--- src/rtl/core/glob_name_matcher_macros.svh ---
// ----------------------------------------------------------------------------
// glob_name_matcher_macros.svh
// assertion shorthands shared by the glob name matcher rtl
// ----------------------------------------------------------------------------
`ifndef GLOB_NAME_MATCHER_MACROS_SVH
`define GLOB_NAME_MATCHER_MACROS_SVH

// same-cycle implication, held off during reset
`define GNM_ASSERT_NOW(lbl, clk, rst_n, ante, cons) \
  lbl: assert property (@(posedge clk) disable iff (!rst_n) (ante) |-> (cons)) \
    else $error("gnm: same-cycle check failed");

// next-cycle implication, held off during reset
`define GNM_ASSERT_NEXT(lbl, clk, rst_n, ante, cons) \
  lbl: assert property (@(posedge clk) disable iff (!rst_n) (ante) |=> (cons)) \
    else $error("gnm: next-cycle check failed");

`endif

--- src/rtl/core/gnm_pkg.sv ---
// ----------------------------------------------------------------------------
// gnm_pkg
// shared constants and types of the glob name matcher
// ----------------------------------------------------------------------------
package gnm_pkg;

  localparam int unsigned PatternBytes = 48;
  localparam int unsigned CfgDataW     = 64;
  localparam int unsigned LenW         = 6;
  localparam int unsigned ByteW        = 8;

  // pattern metacharacters
  localparam logic [ByteW-1:0] ChEsc   = 8'h5C;
  localparam logic [ByteW-1:0] ChAny   = 8'h3F;
  localparam logic [ByteW-1:0] ChStar  = 8'h2A;
  localparam logic [ByteW-1:0] ChOpen  = 8'h5B;
  localparam logic [ByteW-1:0] ChNot   = 8'h21;
  localparam logic [ByteW-1:0] ChClose = 8'h5D;
  localparam logic [ByteW-1:0] ChDash  = 8'h2D;

  // classification of the current pattern byte against the name byte
  typedef struct packed {
    logic is_esc;
    logic is_any;
    logic is_star;
    logic is_open;
    logic is_not;
    logic is_close;
    logic is_dash;
    logic eq;
    logic in_range;
    logic c_dash;
  } char_flags_t;

  // verdict handed from the sequencer to the output register
  typedef struct packed {
    logic valid;
    logic match;
    logic supermatch;
  } rpt_t;

endpackage

--- src/rtl/core/gnm_if.sv ---
// ----------------------------------------------------------------------------
// gnm_if
// valid/ready channels of the glob name matcher
// ----------------------------------------------------------------------------
interface gnm_name_if;
  logic       valid;
  logic       ready;
  logic [7:0] name_byte;
  logic       has_byte;
  logic       last;

  modport source (output valid, output name_byte, output has_byte, output last,
                  input ready);
  modport sink   (input valid, input name_byte, input has_byte, input last,
                  output ready);
endinterface

interface gnm_result_if;
  logic valid;
  logic ready;
  logic match;
  logic supermatch;

  modport source (output valid, output match, output supermatch, input ready);
  modport sink   (input valid, input match, input supermatch, output ready);
endinterface

--- src/rtl/core/glob_name_matcher.sv ---
// ----------------------------------------------------------------------------
// glob_name_matcher
// matches streamed name bytes against a configured glob pattern
// ----------------------------------------------------------------------------
// usage:
//   name_i carries one word per name byte (has_byte=1) or an empty marker
//   (has_byte=0); last=1 closes the name. result_o gives one word per name:
//   match, and supermatch when a double star decided it.
//   the pattern (bytes in pattern words, lowest byte first) and its length
//   are written through the cfg port while no name is in flight.
// walk:
//   a word is taken only while the sequencer is idle, then the pattern is
//   walked one byte per cycle through a single compare unit; an empty word,
//   or any word once the verdict is known, walks no pattern byte. the
//   closing word also walks trailing stars, one a cycle, and hands the
//   verdict to the output register.
// reset:
//   clears pattern, length, match state and the output register.
// stall:
//   the result waits in the output register; the next name proceeds and
//   only its verdict handoff waits for a free output register.
// ----------------------------------------------------------------------------
`include "glob_name_matcher_macros.svh"

module glob_name_matcher #(
  parameter int unsigned PATTERN_BYTES = gnm_pkg::PatternBytes,
  localparam int unsigned NumWords = (PATTERN_BYTES + 7) / 8,
  localparam int unsigned CfgIdxW  = $clog2(NumWords + 1)
) (
  input  logic                         clk_i,
  input  logic                         rst_ni,
  input  logic                         cfg_we_i,
  input  logic [CfgIdxW-1:0]           cfg_idx_i,
  input  logic [gnm_pkg::CfgDataW-1:0] cfg_data_i,
  gnm_name_if.sink                     name_i,
  gnm_result_if.source                 result_o
);
  import gnm_pkg::*;

  localparam int unsigned PosW = $clog2(PATTERN_BYTES + 1);

  // pattern read port and its length
  logic [PosW-1:0]  rd_addr;
  logic [ByteW-1:0] rd_byte;
  logic [PosW-1:0]  plen;

  // shared compare unit operands and flags
  logic [ByteW-1:0] cur_c;
  logic [ByteW-1:0] prev_c;
  char_flags_t      flags;

  // verdict handoff and output register
  rpt_t rpt;
  logic out_free;
  logic out_valid_q;
  logic match_q;
  logic super_q;

  gnm_pattern_regs #(
    .PATTERN_BYTES (PATTERN_BYTES)
  ) u_regs (
    .clk_i      (clk_i),
    .rst_ni     (rst_ni),
    .cfg_we_i   (cfg_we_i),
    .cfg_idx_i  (cfg_idx_i),
    .cfg_data_i (cfg_data_i),
    .rd_addr_i  (rd_addr),
    .rd_byte_o  (rd_byte),
    .plen_o     (plen)
  );

  gnm_char_unit u_char (
    .pat_i   (rd_byte),
    .c_i     (cur_c),
    .prev_i  (prev_c),
    .flags_o (flags)
  );

  gnm_sequencer #(
    .PATTERN_BYTES (PATTERN_BYTES)
  ) u_seq (
    .clk_i       (clk_i),
    .rst_ni      (rst_ni),
    .in_valid_i  (name_i.valid),
    .in_ready_o  (name_i.ready),
    .name_byte_i (name_i.name_byte),
    .has_byte_i  (name_i.has_byte),
    .last_i      (name_i.last),
    .out_free_i  (out_free),
    .rpt_o       (rpt),
    .rd_addr_o   (rd_addr),
    .rd_byte_i   (rd_byte),
    .plen_i      (plen),
    .flags_i     (flags),
    .c_o         (cur_c),
    .prev_o      (prev_c)
  );

  // output register is free when empty or drained this cycle
  assign out_free = !out_valid_q || result_o.ready;

  always_ff @(posedge clk_i or negedge rst_ni) begin
    if (!rst_ni) begin
      out_valid_q <= 1'b0;
    end else if (rpt.valid) begin
      out_valid_q <= 1'b1;
    end else if (result_o.ready) begin
      out_valid_q <= 1'b0;
    end
  end

  // result payload, loaded on handoff only
  always_ff @(posedge clk_i) begin
    if (rpt.valid) begin
      match_q <= rpt.match;
      super_q <= rpt.supermatch;
    end
  end

  assign result_o.valid      = out_valid_q;
  assign result_o.match      = match_q;
  assign result_o.supermatch = super_q;

  // a handoff never overwrites a result that is still waiting
  `GNM_ASSERT_NOW(a_handoff_into_free_reg, clk_i, rst_ni, rpt.valid,
    !out_valid_q || result_o.ready)

endmodule

--- src/rtl/core/gnm_pattern_regs.sv ---
// ----------------------------------------------------------------------------
// gnm_pattern_regs
// pattern word and length registers with one byte read port
// ----------------------------------------------------------------------------
module gnm_pattern_regs #(
  parameter int unsigned PATTERN_BYTES = gnm_pkg::PatternBytes,
  localparam int unsigned NumWords = (PATTERN_BYTES + 7) / 8,
  localparam int unsigned CfgIdxW  = $clog2(NumWords + 1),
  localparam int unsigned PosW     = $clog2(PATTERN_BYTES + 1)
) (
  input  logic                          clk_i,
  input  logic                          rst_ni,
  input  logic                          cfg_we_i,
  input  logic [CfgIdxW-1:0]            cfg_idx_i,
  input  logic [gnm_pkg::CfgDataW-1:0]  cfg_data_i,
  input  logic [PosW-1:0]               rd_addr_i,
  output logic [gnm_pkg::ByteW-1:0]     rd_byte_o,
  output logic [PosW-1:0]               plen_o
);
  import gnm_pkg::*;

  localparam int unsigned WIdxW = (NumWords > 1) ? $clog2(NumWords) : 1;

  logic [CfgDataW-1:0] words_q [NumWords];
  logic [LenW-1:0]     len_q;
  logic [CfgDataW-1:0] rd_word;
  logic [7:0]          len_w;

  always_ff @(posedge clk_i or negedge rst_ni) begin
    if (!rst_ni) begin
      for (int i = 0; i < int'(NumWords); i++) begin
        words_q[i] <= '0;
      end
      len_q <= '0;
    end else if (cfg_we_i) begin
      if (int'(cfg_idx_i) < int'(NumWords)) begin
        words_q[cfg_idx_i[WIdxW-1:0]] <= cfg_data_i;
      end else if (int'(cfg_idx_i) == int'(NumWords)) begin
        len_q <= cfg_data_i[LenW-1:0];
      end
    end
  end

  // bytes past the buffer read as zero
  always_comb begin
    rd_word   = words_q[rd_addr_i[3 +: WIdxW]];
    rd_byte_o = '0;
    if (int'(rd_addr_i) < int'(PATTERN_BYTES)) begin
      rd_byte_o = ByteW'(rd_word >> {rd_addr_i[2:0], 3'b000});
    end
  end

  // length saturates at the buffer size
  always_comb begin
    len_w = 8'(len_q);
    if (len_w > 8'(PATTERN_BYTES)) begin
      plen_o = PosW'(PATTERN_BYTES);
    end else begin
      plen_o = PosW'(len_q);
    end
  end

endmodule

--- src/rtl/core/gnm_char_unit.sv ---
// ----------------------------------------------------------------------------
// gnm_char_unit
// shared compare unit: classifies one pattern byte against the name byte
// ----------------------------------------------------------------------------
module gnm_char_unit (
  input  logic [gnm_pkg::ByteW-1:0] pat_i,
  input  logic [gnm_pkg::ByteW-1:0] c_i,
  input  logic [gnm_pkg::ByteW-1:0] prev_i,
  output gnm_pkg::char_flags_t      flags_o
);
  import gnm_pkg::*;

  always_comb begin
    flags_o.is_esc   = (pat_i == ChEsc);
    flags_o.is_any   = (pat_i == ChAny);
    flags_o.is_star  = (pat_i == ChStar);
    flags_o.is_open  = (pat_i == ChOpen);
    flags_o.is_not   = (pat_i == ChNot);
    flags_o.is_close = (pat_i == ChClose);
    flags_o.is_dash  = (pat_i == ChDash);
    flags_o.eq       = (pat_i == c_i);
    // inclusive range, prev is the low end and the pattern byte the high end
    flags_o.in_range = (c_i >= prev_i) && (c_i <= pat_i);
    flags_o.c_dash   = (c_i == ChDash);
  end

endmodule

--- src/rtl/core/gnm_sequencer.sv ---
// ----------------------------------------------------------------------------
// gnm_sequencer
// walks the pattern one byte per cycle for each accepted name word
// ----------------------------------------------------------------------------
`include "glob_name_matcher_macros.svh"

module gnm_sequencer #(
  parameter int unsigned PATTERN_BYTES = gnm_pkg::PatternBytes,
  localparam int unsigned PosW = $clog2(PATTERN_BYTES + 1)
) (
  input  logic                      clk_i,
  input  logic                      rst_ni,
  input  logic                      in_valid_i,
  output logic                      in_ready_o,
  input  logic [gnm_pkg::ByteW-1:0] name_byte_i,
  input  logic                      has_byte_i,
  input  logic                      last_i,
  input  logic                      out_free_i,
  output gnm_pkg::rpt_t             rpt_o,
  output logic [PosW-1:0]           rd_addr_o,
  input  logic [gnm_pkg::ByteW-1:0] rd_byte_i,
  input  logic [PosW-1:0]           plen_i,
  input  gnm_pkg::char_flags_t      flags_i,
  output logic [gnm_pkg::ByteW-1:0] c_o,
  output logic [gnm_pkg::ByteW-1:0] prev_o
);
  import gnm_pkg::*;

  localparam logic [3:0] S_IDLE    = 4'd0;
  localparam logic [3:0] S_FEED    = 4'd1;
  localparam logic [3:0] S_STAR2   = 4'd2;
  localparam logic [3:0] S_PLAIN   = 4'd3;
  localparam logic [3:0] S_ESC     = 4'd4;
  localparam logic [3:0] S_CLS_NOT = 4'd5;
  localparam logic [3:0] S_CLS     = 4'd6;
  localparam logic [3:0] S_CLS_HI  = 4'd7;
  localparam logic [3:0] S_END     = 4'd8;

  logic [3:0]       state_q, state_d;
  logic [PosW-1:0]  ptr_q, ptr_d;
  logic [PosW-1:0]  pos_q, pos_d;
  logic             star_q, star_d;
  logic             known_q, known_d;
  logic             vmatch_q, vmatch_d;
  logic             vsuper_q, vsuper_d;
  logic [ByteW-1:0] c_q, c_d;
  logic             has_q, has_d;
  logic             last_q, last_d;
  logic             inv_q, inv_d;
  logic             hit_q, hit_d;
  logic             hprev_q, hprev_d;
  logic [ByteW-1:0] prev_q, prev_d;

  logic             done;
  logic [PosW-1:0]  nxt;
  logic             ptr_lt_l;
  logic             nxt_lt_l;

  assign rd_addr_o  = ptr_q;
  assign c_o        = c_q;
  assign prev_o     = prev_q;
  assign in_ready_o = (state_q == S_IDLE);

  assign nxt      = ptr_q + PosW'(1);
  assign ptr_lt_l = (ptr_q < plen_i);
  assign nxt_lt_l = ((PosW+1)'(ptr_q) + (PosW+1)'(1)) < (PosW+1)'(plen_i);

  always_comb begin
    state_d  = state_q;
    ptr_d    = ptr_q;
    pos_d    = pos_q;
    star_d   = star_q;
    known_d  = known_q;
    vmatch_d = vmatch_q;
    vsuper_d = vsuper_q;
    c_d      = c_q;
    has_d    = has_q;
    last_d   = last_q;
    inv_d    = inv_q;
    hit_d    = hit_q;
    hprev_d  = hprev_q;
    prev_d   = prev_q;
    done     = 1'b0;
    rpt_o    = '0;

    case (state_q)
      S_IDLE: begin
        if (in_valid_i) begin
          c_d     = name_byte_i;
          has_d   = has_byte_i;
          last_d  = last_i;
          ptr_d   = pos_q;
          state_d = S_FEED;
        end
      end
      S_FEED: begin
        if (!has_q || known_q) begin
          done = 1'b1;
        end else if (star_q) begin
          // skipping until the byte equals the character after the star
          if (flags_i.eq) begin
            star_d  = 1'b0;
            state_d = S_PLAIN;
          end else begin
            done = 1'b1;
          end
        end else if (!ptr_lt_l) begin
          known_d  = 1'b1;
          vmatch_d = 1'b0;
          vsuper_d = 1'b0;
          done     = 1'b1;
        end else if (flags_i.is_star) begin
          ptr_d   = nxt;
          state_d = S_STAR2;
        end else begin
          state_d = S_PLAIN;
        end
      end
      S_STAR2: begin
        if (ptr_lt_l && flags_i.is_star) begin
          known_d  = 1'b1;
          vmatch_d = 1'b1;
          vsuper_d = 1'b1;
          done     = 1'b1;
        end else if (!ptr_lt_l) begin
          known_d  = 1'b1;
          vmatch_d = 1'b1;
          vsuper_d = 1'b0;
          done     = 1'b1;
        end else begin
          pos_d = ptr_q;
          if (flags_i.eq) begin
            state_d = S_PLAIN;
          end else begin
            star_d = 1'b1;
            done   = 1'b1;
          end
        end
      end
      S_PLAIN: begin
        if (flags_i.is_esc) begin
          ptr_d   = nxt;
          state_d = S_ESC;
        end else if (flags_i.is_any) begin
          pos_d = nxt;
          done  = 1'b1;
        end else if (flags_i.is_open) begin
          ptr_d   = nxt;
          inv_d   = 1'b0;
          hit_d   = 1'b0;
          hprev_d = 1'b0;
          state_d = S_CLS_NOT;
        end else begin
          if (flags_i.eq) begin
            pos_d = nxt;
          end else begin
            known_d  = 1'b1;
            vmatch_d = 1'b0;
            vsuper_d = 1'b0;
          end
          done = 1'b1;
        end
      end
      S_ESC: begin
        // a dangling escape fails here too
        if (ptr_lt_l && flags_i.eq) begin
          pos_d = nxt;
        end else begin
          known_d  = 1'b1;
          vmatch_d = 1'b0;
          vsuper_d = 1'b0;
        end
        done = 1'b1;
      end
      S_CLS_NOT: begin
        if (ptr_lt_l && flags_i.is_not) begin
          inv_d = 1'b1;
          ptr_d = nxt;
        end
        state_d = S_CLS;
      end
      S_CLS: begin
        if (ptr_lt_l && !flags_i.is_close) begin
          if (flags_i.is_dash && hprev_q && nxt_lt_l) begin
            ptr_d   = nxt;
            state_d = S_CLS_HI;
          end else begin
            if (flags_i.eq) begin
              hit_d = 1'b1;
            end
            prev_d  = rd_byte_i;
            hprev_d = 1'b1;
            ptr_d   = nxt;
          end
        end else begin
          // consume the closing bracket when there is one
          if ((hit_q != inv_q)) begin
            pos_d = ptr_lt_l ? nxt : ptr_q;
          end else begin
            known_d  = 1'b1;
            vmatch_d = 1'b0;
            vsuper_d = 1'b0;
          end
          done = 1'b1;
        end
      end
      S_CLS_HI: begin
        if (!flags_i.is_close) begin
          if (flags_i.in_range) begin
            hit_d = 1'b1;
          end
          hprev_d = 1'b0;
          ptr_d   = nxt;
        end else begin
          // dash before the closing bracket is literal
          if (flags_i.c_dash) begin
            hit_d = 1'b1;
          end
          prev_d  = ChDash;
          hprev_d = 1'b1;
        end
        state_d = S_CLS;
      end
      S_END: begin
        if (!known_q && !star_q && ptr_lt_l && flags_i.is_star) begin
          ptr_d = nxt;
        end else if (out_free_i) begin
          rpt_o.valid = 1'b1;
          if (known_q) begin
            rpt_o.match      = vmatch_q;
            rpt_o.supermatch = vsuper_q;
          end else if (star_q) begin
            rpt_o.match      = 1'b0;
            rpt_o.supermatch = 1'b0;
          end else begin
            rpt_o.match      = (ptr_q == plen_i);
            rpt_o.supermatch = 1'b0;
          end
          pos_d    = '0;
          star_d   = 1'b0;
          known_d  = 1'b0;
          vmatch_d = 1'b0;
          vsuper_d = 1'b0;
          state_d  = S_IDLE;
        end
      end
      default: begin
        state_d = S_IDLE;
      end
    endcase

    if (done) begin
      if (last_q) begin
        ptr_d   = pos_d;
        state_d = S_END;
      end else begin
        state_d = S_IDLE;
      end
    end
  end

  always_ff @(posedge clk_i or negedge rst_ni) begin
    if (!rst_ni) begin
      state_q  <= S_IDLE;
      ptr_q    <= '0;
      pos_q    <= '0;
      star_q   <= 1'b0;
      known_q  <= 1'b0;
      vmatch_q <= 1'b0;
      vsuper_q <= 1'b0;
      has_q    <= 1'b0;
      last_q   <= 1'b0;
      inv_q    <= 1'b0;
      hit_q    <= 1'b0;
      hprev_q  <= 1'b0;
    end else begin
      state_q  <= state_d;
      ptr_q    <= ptr_d;
      pos_q    <= pos_d;
      star_q   <= star_d;
      known_q  <= known_d;
      vmatch_q <= vmatch_d;
      vsuper_q <= vsuper_d;
      has_q    <= has_d;
      last_q   <= last_d;
      inv_q    <= inv_d;
      hit_q    <= hit_d;
      hprev_q  <= hprev_d;
    end
  end

  always_ff @(posedge clk_i) begin
    c_q    <= c_d;
    prev_q <= prev_d;
  end

  `GNM_ASSERT_NOW(a_star_vs_verdict, clk_i, rst_ni, star_q, !known_q)
  `GNM_ASSERT_NOW(a_super_implies_match, clk_i, rst_ni, vsuper_q, vmatch_q)
  `GNM_ASSERT_NEXT(a_clear_after_report, clk_i, rst_ni, rpt_o.valid,
    (pos_q == '0) && !known_q && !star_q)

endmodule

--- src/flat_wrapper.sv ---
// flat-port wrapper written by rule: the top's interface ports become plain ports
module glob_name_matcher_flat import gnm_pkg::*;
#(
  parameter int unsigned PATTERN_BYTES = gnm_pkg::PatternBytes,
  localparam int unsigned NumWords = (PATTERN_BYTES + 7) / 8,
  localparam int unsigned CfgIdxW  = $clog2(NumWords + 1)
)
  (clk_i, rst_ni, cfg_we_i, cfg_idx_i, cfg_data_i, name_i_valid, name_i_name_byte, name_i_has_byte, name_i_last, name_i_ready, result_o_valid, result_o_match, result_o_supermatch, result_o_ready);
  gnm_name_if name_i_i ();
  gnm_result_if result_o_i ();
  input  logic clk_i;
  input  logic rst_ni;
  input  logic cfg_we_i;
  input  logic [CfgIdxW-1:0] cfg_idx_i;
  input  logic [gnm_pkg::CfgDataW-1:0] cfg_data_i;
  input wire logic [$bits(name_i_i.valid)-1:0] name_i_valid;
  input wire logic [$bits(name_i_i.name_byte)-1:0] name_i_name_byte;
  input wire logic [$bits(name_i_i.has_byte)-1:0] name_i_has_byte;
  input wire logic [$bits(name_i_i.last)-1:0] name_i_last;
  output wire logic [$bits(name_i_i.ready)-1:0] name_i_ready;
  output wire logic [$bits(result_o_i.valid)-1:0] result_o_valid;
  output wire logic [$bits(result_o_i.match)-1:0] result_o_match;
  output wire logic [$bits(result_o_i.supermatch)-1:0] result_o_supermatch;
  input wire logic [$bits(result_o_i.ready)-1:0] result_o_ready;
  assign name_i_i.valid = name_i_valid;
  assign name_i_i.name_byte = name_i_name_byte;
  assign name_i_i.has_byte = name_i_has_byte;
  assign name_i_i.last = name_i_last;
  assign name_i_ready = name_i_i.ready;
  assign result_o_valid = result_o_i.valid;
  assign result_o_match = result_o_i.match;
  assign result_o_supermatch = result_o_i.supermatch;
  assign result_o_i.ready = result_o_ready;
  glob_name_matcher #(.PATTERN_BYTES(PATTERN_BYTES)) u_core (.clk_i(clk_i), .rst_ni(rst_ni), .cfg_we_i(cfg_we_i), .cfg_idx_i(cfg_idx_i), .cfg_data_i(cfg_data_i), .name_i(name_i_i), .result_o(result_o_i));
endmodule
--- config.mk ---
export PLATFORM = sky130hd
export DESIGN_NAME = glob_name_matcher_flat
export DESIGN_NICKNAME = d
export VERILOG_FILES = /design/src/rtl/core/gnm_pkg.sv /design/src/rtl/core/gnm_if.sv /design/src/rtl/core/glob_name_matcher.sv /design/src/rtl/core/gnm_pattern_regs.sv /design/src/rtl/core/gnm_char_unit.sv /design/src/rtl/core/gnm_sequencer.sv /design/src/flat_wrapper.sv
export VERILOG_INCLUDE_DIRS = /design/src /design/src/rtl/core
export SDC_FILE = /design/constraint.sdc
export NUM_CORES = 1
export LEC_CHECK = 0
export BUFFER_PORTS_ARGS = -buffer_cell sky130_fd_sc_hd__buf_2
export CORE_MARGIN = 8
export CORE_UTILIZATION = 67
export CTS_BUF_LIST = sky130_fd_sc_hd__clkbuf_16
export DETAILED_ROUTE_END_ITERATION = 7
export PLACE_DENSITY = 0.85
export REMOVE_ABC_BUFFERS = 1
export SLEW_MARGIN = 5
export SYNTH_ARGS = -nofsm -noshare
export SYNTH_HDL_FRONTEND = slang
export SYNTH_SLANG_ARGS = --single-unit
--- constraint.sdc ---
create_clock -name clk_i -period 13.9 [get_ports clk_i]
set_input_delay 1.39 -clock clk_i [delete_from_list [all_inputs] [get_ports clk_i]]
set_output_delay 1.39 -clock clk_i [all_outputs]
set_load 0.1 [all_outputs]
==> flow_results.xml <==
<?xml version="1.0" encoding="UTF-8"?>
<metrics>
  <group name="power_and_ir_drop">
    <metric name="vdd_drop_max" unit="uV">114.1</metric>
    <metric name="leakage" unit="nW">10.21</metric>
    <metric name="power_density" unit="nW/um^2">189.0</metric>
  </group>
  <group name="final_layout">
    <metric name="commonest_non_fill_non_tap_cells_in_the_layout" unit="">414 x sky130_fd_sc_hd__dfrtp_1, 411 x sky130_fd_sc_hd__mux2_2, 130 x sky130_fd_sc_hd__mux2i_1, 84 x sky130_fd_sc_hd__buf_2, 64 x sky130_fd_sc_hd__nand2_1</metric>
    <metric name="n_antenna_cell" unit="">0</metric>
    <metric name="area_delta_synth_final" unit="%">9.008</metric>
    <metric name="fin_nets" unit="">1817</metric>
    <metric name="layout_commonest_cell" unit="">sky130_fd_sc_hd__dfrtp_1</metric>
    <metric name="final-instance-count-excl-fill" unit="">2185</metric>
    <metric name="fillCellCount" unit="">2037</metric>
    <metric name="drive_above_1_share" unit="">0.3666</metric>
  </group>
  <group name="cts">
    <metric name="clk_transition_reported_paths" unit="ns">0.06</metric>
    <metric name="clock_sink_count" unit="">434</metric>
    <metric name="post_cts_setup_bufs" unit="">0</metric>
    <metric name="maximum_buffer_depth_of_the_clock_tree" unit="">3</metric>
    <metric name="cts_htree_levels" unit="">2</metric>
    <metric name="cts-buffers-inserted" unit="">46</metric>
    <metric name="root_buffer" unit="">sky130_fd_sc_hd__clkbuf_16</metric>
    <metric name="clk-insertion-delay-late" unit="ns">0.56</metric>
    <metric name="cts_resized" unit="">0</metric>
    <metric name="tritoncts" unit="">done</metric>
    <metric name="hold_buffers" unit="">0</metric>
  </group>
  <group name="drt">
    <metric name="route.vias.total" unit="">14660</metric>
    <metric name="antenna_violating_nets_post_route" unit="">0</metric>
    <metric name="post_drt_wl_per_cell" unit="um">25.03</metric>
    <metric name="route.detailed.vias_per_inst" unit="">6.708</metric>
    <metric name="drtPass1Iterations" unit="">5</metric>
    <metric name="drt-initial-drc-count" unit="">1200</metric>
    <metric name="drcViolationCount" unit="">0</metric>
    <metric name="wl" unit="mm">54.69</metric>
  </group>
  <group name="timing">
    <metric name="slew_headroom" unit="">0.2020</metric>
    <metric name="setup_viol" unit="">0</metric>
    <metric name="worstMarginPinSlew" unit="ns">1.197</metric>
    <metric name="setup_repair_after_global_routing_missed_its_margin" unit="">no</metric>
    <metric name="fin_worst_skew" unit="ns">0.01752</metric>
    <metric name="post-route-min-period" unit="ns">6.625</metric>
    <metric name="holdWs" unit="ns">0.4962</metric>
    <metric name="max_freq" unit="MHz">151.0</metric>
    <metric name="timing.final.hold_violations" unit="">0</metric>
    <metric name="min_period_over_period" unit="">0.4766</metric>
    <metric name="final-max-slew-violation-count" unit="">0</metric>
    <metric name="timing.setup.tns" unit="ns">0</metric>
  </group>
  <group name="worst_setup_path">
    <metric name="setup.worst_path.end_class" unit="">flop</metric>
    <metric name="r2r_start" unit="">u_core.u_seq.rd_addr_o[0]</metric>
    <metric name="setup.reg_to_reg.worst_slack" unit="ns">7.28</metric>
    <metric name="criticalPathCategory" unit="">reg -&gt; reg</metric>
    <metric name="cp_max_fo" unit="">59</metric>
    <metric name="required" unit="ns">14.34</metric>
    <metric name="worstRegToRegCells" unit="">15</metric>
    <metric name="crit_arrival" unit="ns">7.06</metric>
    <metric name="regToRegEndpoint" unit="">u_core.u_seq.rd_addr_o[2]</metric>
    <metric name="timing.critical_path.from_type" unit="">flop</metric>
  </group>
  <group name="die">
    <metric name="initial_utilization" unit="">0.6745</metric>
    <metric name="num_rows" unit="">66</metric>
    <metric name="pin_count" unit="">86</metric>
    <metric name="dieWidth" unit="um">196.3</metric>
    <metric name="core_area" unit="um^2">32290</metric>
    <metric name="die_y" unit="um">196.3</metric>
    <metric name="die_area" unit="um^2">38530</metric>
  </group>
  <group name="synthesis">
    <metric name="synth_async_sr_flop_share" unit="">0.9585</metric>
    <metric name="synth_enable_flop_cells" unit="">18</metric>
    <metric name="synth_area" unit="um^2">21780</metric>
    <metric name="synthesis.area_per_instance" unit="um^2">13.05</metric>
    <metric name="synth-seq-area-share" unit="">0.5028</metric>
    <metric name="synth_top_flop_cell" unit="">sky130_fd_sc_hd__dfrtp_1</metric>
    <metric name="synth_cell_types" unit="">95</metric>
    <metric name="syn-instance-count" unit="">1669</metric>
    <metric name="yosys_warnings" unit="">0</metric>
    <metric name="synth_seq_cells" unit="">434</metric>
  </group>
  <group name="run">
    <metric name="maxCapViolCount" unit="">0</metric>
  </group>
  <group name="global_route">
    <metric name="pin_count_of_the_biggest_net_entering_global_routing" unit="">200</metric>
    <metric name="global_route.usage.total" unit="">0.2818</metric>
    <metric name="initial_antenna_violation_count" unit="">4</metric>
    <metric name="grt_overflow_total" unit="">0</metric>
    <metric name="grt_pass1_vias" unit="">15110</metric>
    <metric name="grt_pass1_wl" unit="mm">85.51</metric>
  </group>
  <group name="hold_path">
    <metric name="min_delay_path_depth" unit="">1</metric>
    <metric name="hold_path.class" unit="">reg -&gt; reg</metric>
    <metric name="timing.hold.worst_endpoint" unit="">u_core.u_seq.vsuper_q</metric>
    <metric name="worstHoldStart" unit="">u_core.u_seq.vsuper_q</metric>
  </group>
  <group name="placed_design">
    <metric name="post-place-cells" unit="">2100</metric>
    <metric name="dp_hpwl" unit="mm">34.22</metric>
    <metric name="placement.io_buffers" unit="">85</metric>
    <metric name="globalplace.congestion" unit="">0.9897</metric>
  </group>
  <group name="run_status">
    <metric name="outcome" unit="">complete, no violations</metric>
  </group>
</metrics>
==> stage by stage <==
step | utilization | power [mW] | cell area [um^2] | setup WS (ns)
after floorplan | - | 2.826 | 21040 | 6.317
after global placement | 0.6880 | 3.163 | 22220 | 7.614
after detailed placement | 0.6880 | 3.228 | 22220 | 7.483
after CTS | 0.7353 | 4.474 | 23740 | 7.469
after global routing | 0.7353 | 4.681 | 23740 | 7.129
final | 0.7353 | 4.486 | 23740 | 7.275
==> flip-flops by register name, summed over array words and instances, names as in the netlist <==
register	flops
u_core.result_o.match	1
u_core.result_o.supermatch	1
u_core.result_o.valid	1
u_core.u_regs.len_q	6
u_core.u_regs.words_q	384
u_core.u_seq.c_o	8
u_core.u_seq.has_q	1
u_core.u_seq.hit_q	1
u_core.u_seq.hprev_q	1
u_core.u_seq.inv_q	1
u_core.u_seq.known_q	1
u_core.u_seq.last_q	1
u_core.u_seq.pos_q	6
u_core.u_seq.prev_o	8
u_core.u_seq.rd_addr_o	6
u_core.u_seq.star_q	1
u_core.u_seq.state_q	4
u_core.u_seq.vmatch_q	1
u_core.u_seq.vsuper_q	1
==> synth_stat cells (14+ instances only) <==
library cell / count / area [um^2]
sky130_fd_sc_hd__mux2_2: 411 / 4628
sky130_fd_sc_hd__buf_6: 17 / 191.4
sky130_fd_sc_hd__a221oi_1: 16 / 140.1
sky130_fd_sc_hd__clkbuf_1: 73 / 274.0
sky130_fd_sc_hd__nand3_1: 25 / 125.1
sky130_fd_sc_hd__a21oi_1: 41 / 205.2
sky130_fd_sc_hd__edfxtp_1: 18 / 540.5
sky130_fd_sc_hd__mux2i_1: 130 / 1301
sky130_fd_sc_hd__inv_1: 30 / 112.6
sky130_fd_sc_hd__nand2_1: 64 / 240.2
sky130_fd_sc_hd__ha_1: 29 / 362.9
sky130_fd_sc_hd__o21ai_0: 29 / 145.1
sky130_fd_sc_hd__dfrtp_1: 416 / 10410
sky130_fd_sc_hd__a22oi_1: 36 / 270.3
sky130_fd_sc_hd__nor2_1: 45 / 168.9
sky130_fd_sc_hd__nor3_1: 25 / 125.1
sky130_fd_sc_hd__mux4_2: 14 / 315.3
sky130_fd_sc_hd__o22ai_1: 18 / 112.6
==> worst max-delay path: stages (launching register included) <==
cell,delay (ns)
sky130_fd_sc_hd__dfrtp_4,0.85
sky130_fd_sc_hd__buf_4,0.68
sky130_fd_sc_hd__buf_4,0.84
sky130_fd_sc_hd__nor2b_1,0.42
sky130_fd_sc_hd__a2bb2oi_2,0.22
sky130_fd_sc_hd__nor2_1,0.06
sky130_fd_sc_hd__nor4_2,0.55
sky130_fd_sc_hd__nand2_1,0.24
sky130_fd_sc_hd__ha_1,0.36
sky130_fd_sc_hd__nand4_1,0.12
sky130_fd_sc_hd__or2_2,0.40
sky130_fd_sc_hd__nor2_1,0.33
sky130_fd_sc_hd__nor2_1,0.08
sky130_fd_sc_hd__or4_4,0.60
sky130_fd_sc_hd__a221o_1,0.40
sky130_fd_sc_hd__mux2_2,0.26
==> cell type report <==
| cell class | count | area (um^2) | share of cell area |
|---|---|---|---|
| Clock buffer | 48 | 1201 | 0.05059 |
| Sequential cell | 434 | 10960 | 0.4616 |
| Inverter | 31 | 116.4 | 0.004901 |
| Multi-Input combinational cell | 1090 | 10000 | 0.4214 |
| Tap cell | 442 | 553.0 | 0.02329 |
| Timing Repair Buffer | 103 | 583.1 | 0.02456 |
| Clock inverter | 37 | 325.3 | 0.01370 |
==> layer usage <==
metal | GRT usage | wire [um]
met1 | 0.3815 | 22930
met4 | 0.1084 | 1908
met5 | 0 | 49
met3 | 0.05603 | 3788
met2 | 0.4461 | 26010
==> worst max-delay path by stage <==
stage                                      to                       from  slack (ns)
floorplan           u_core.u_seq.rd_addr_o[2]  u_core.u_seq.rd_addr_o[0]        6.32
detailed placement  u_core.u_seq.rd_addr_o[2]  u_core.u_seq.rd_addr_o[0]        7.48
CTS                 u_core.u_seq.rd_addr_o[2]  u_core.u_seq.rd_addr_o[0]        7.47
global placement    u_core.u_seq.rd_addr_o[2]  u_core.u_seq.rd_addr_o[0]        7.61
finish              u_core.u_seq.rd_addr_o[2]  u_core.u_seq.rd_addr_o[0]        7.28
global route        u_core.u_seq.rd_addr_o[2]  u_core.u_seq.rd_addr_o[0]        7.13
==> kinds of logic after synthesis <==
logic type                 Yosys count  synth area share
AOI/OAI and AO/OA                  234           0.07825
xor gates and xnor gates             5          0.002011
adders and majority gates           29           0.01666
buffers and inverters              145           0.03924
DFF                                434            0.5028
muxes                              563            0.2964
and+or+nand+nor                    259           0.06469
==> power breakdown <==
part	switching [mW]	total, mW	leakage, nW	internal [mW]
registers	0.219	1.78	5.19	1.56
clock network	0.511	1.23	0.785	0.722
logic	0.822	1.47	4.24	0.650
total	1.55	4.49	10.2	2.93
No activity file was read; power rests on OpenSTA's default activity.
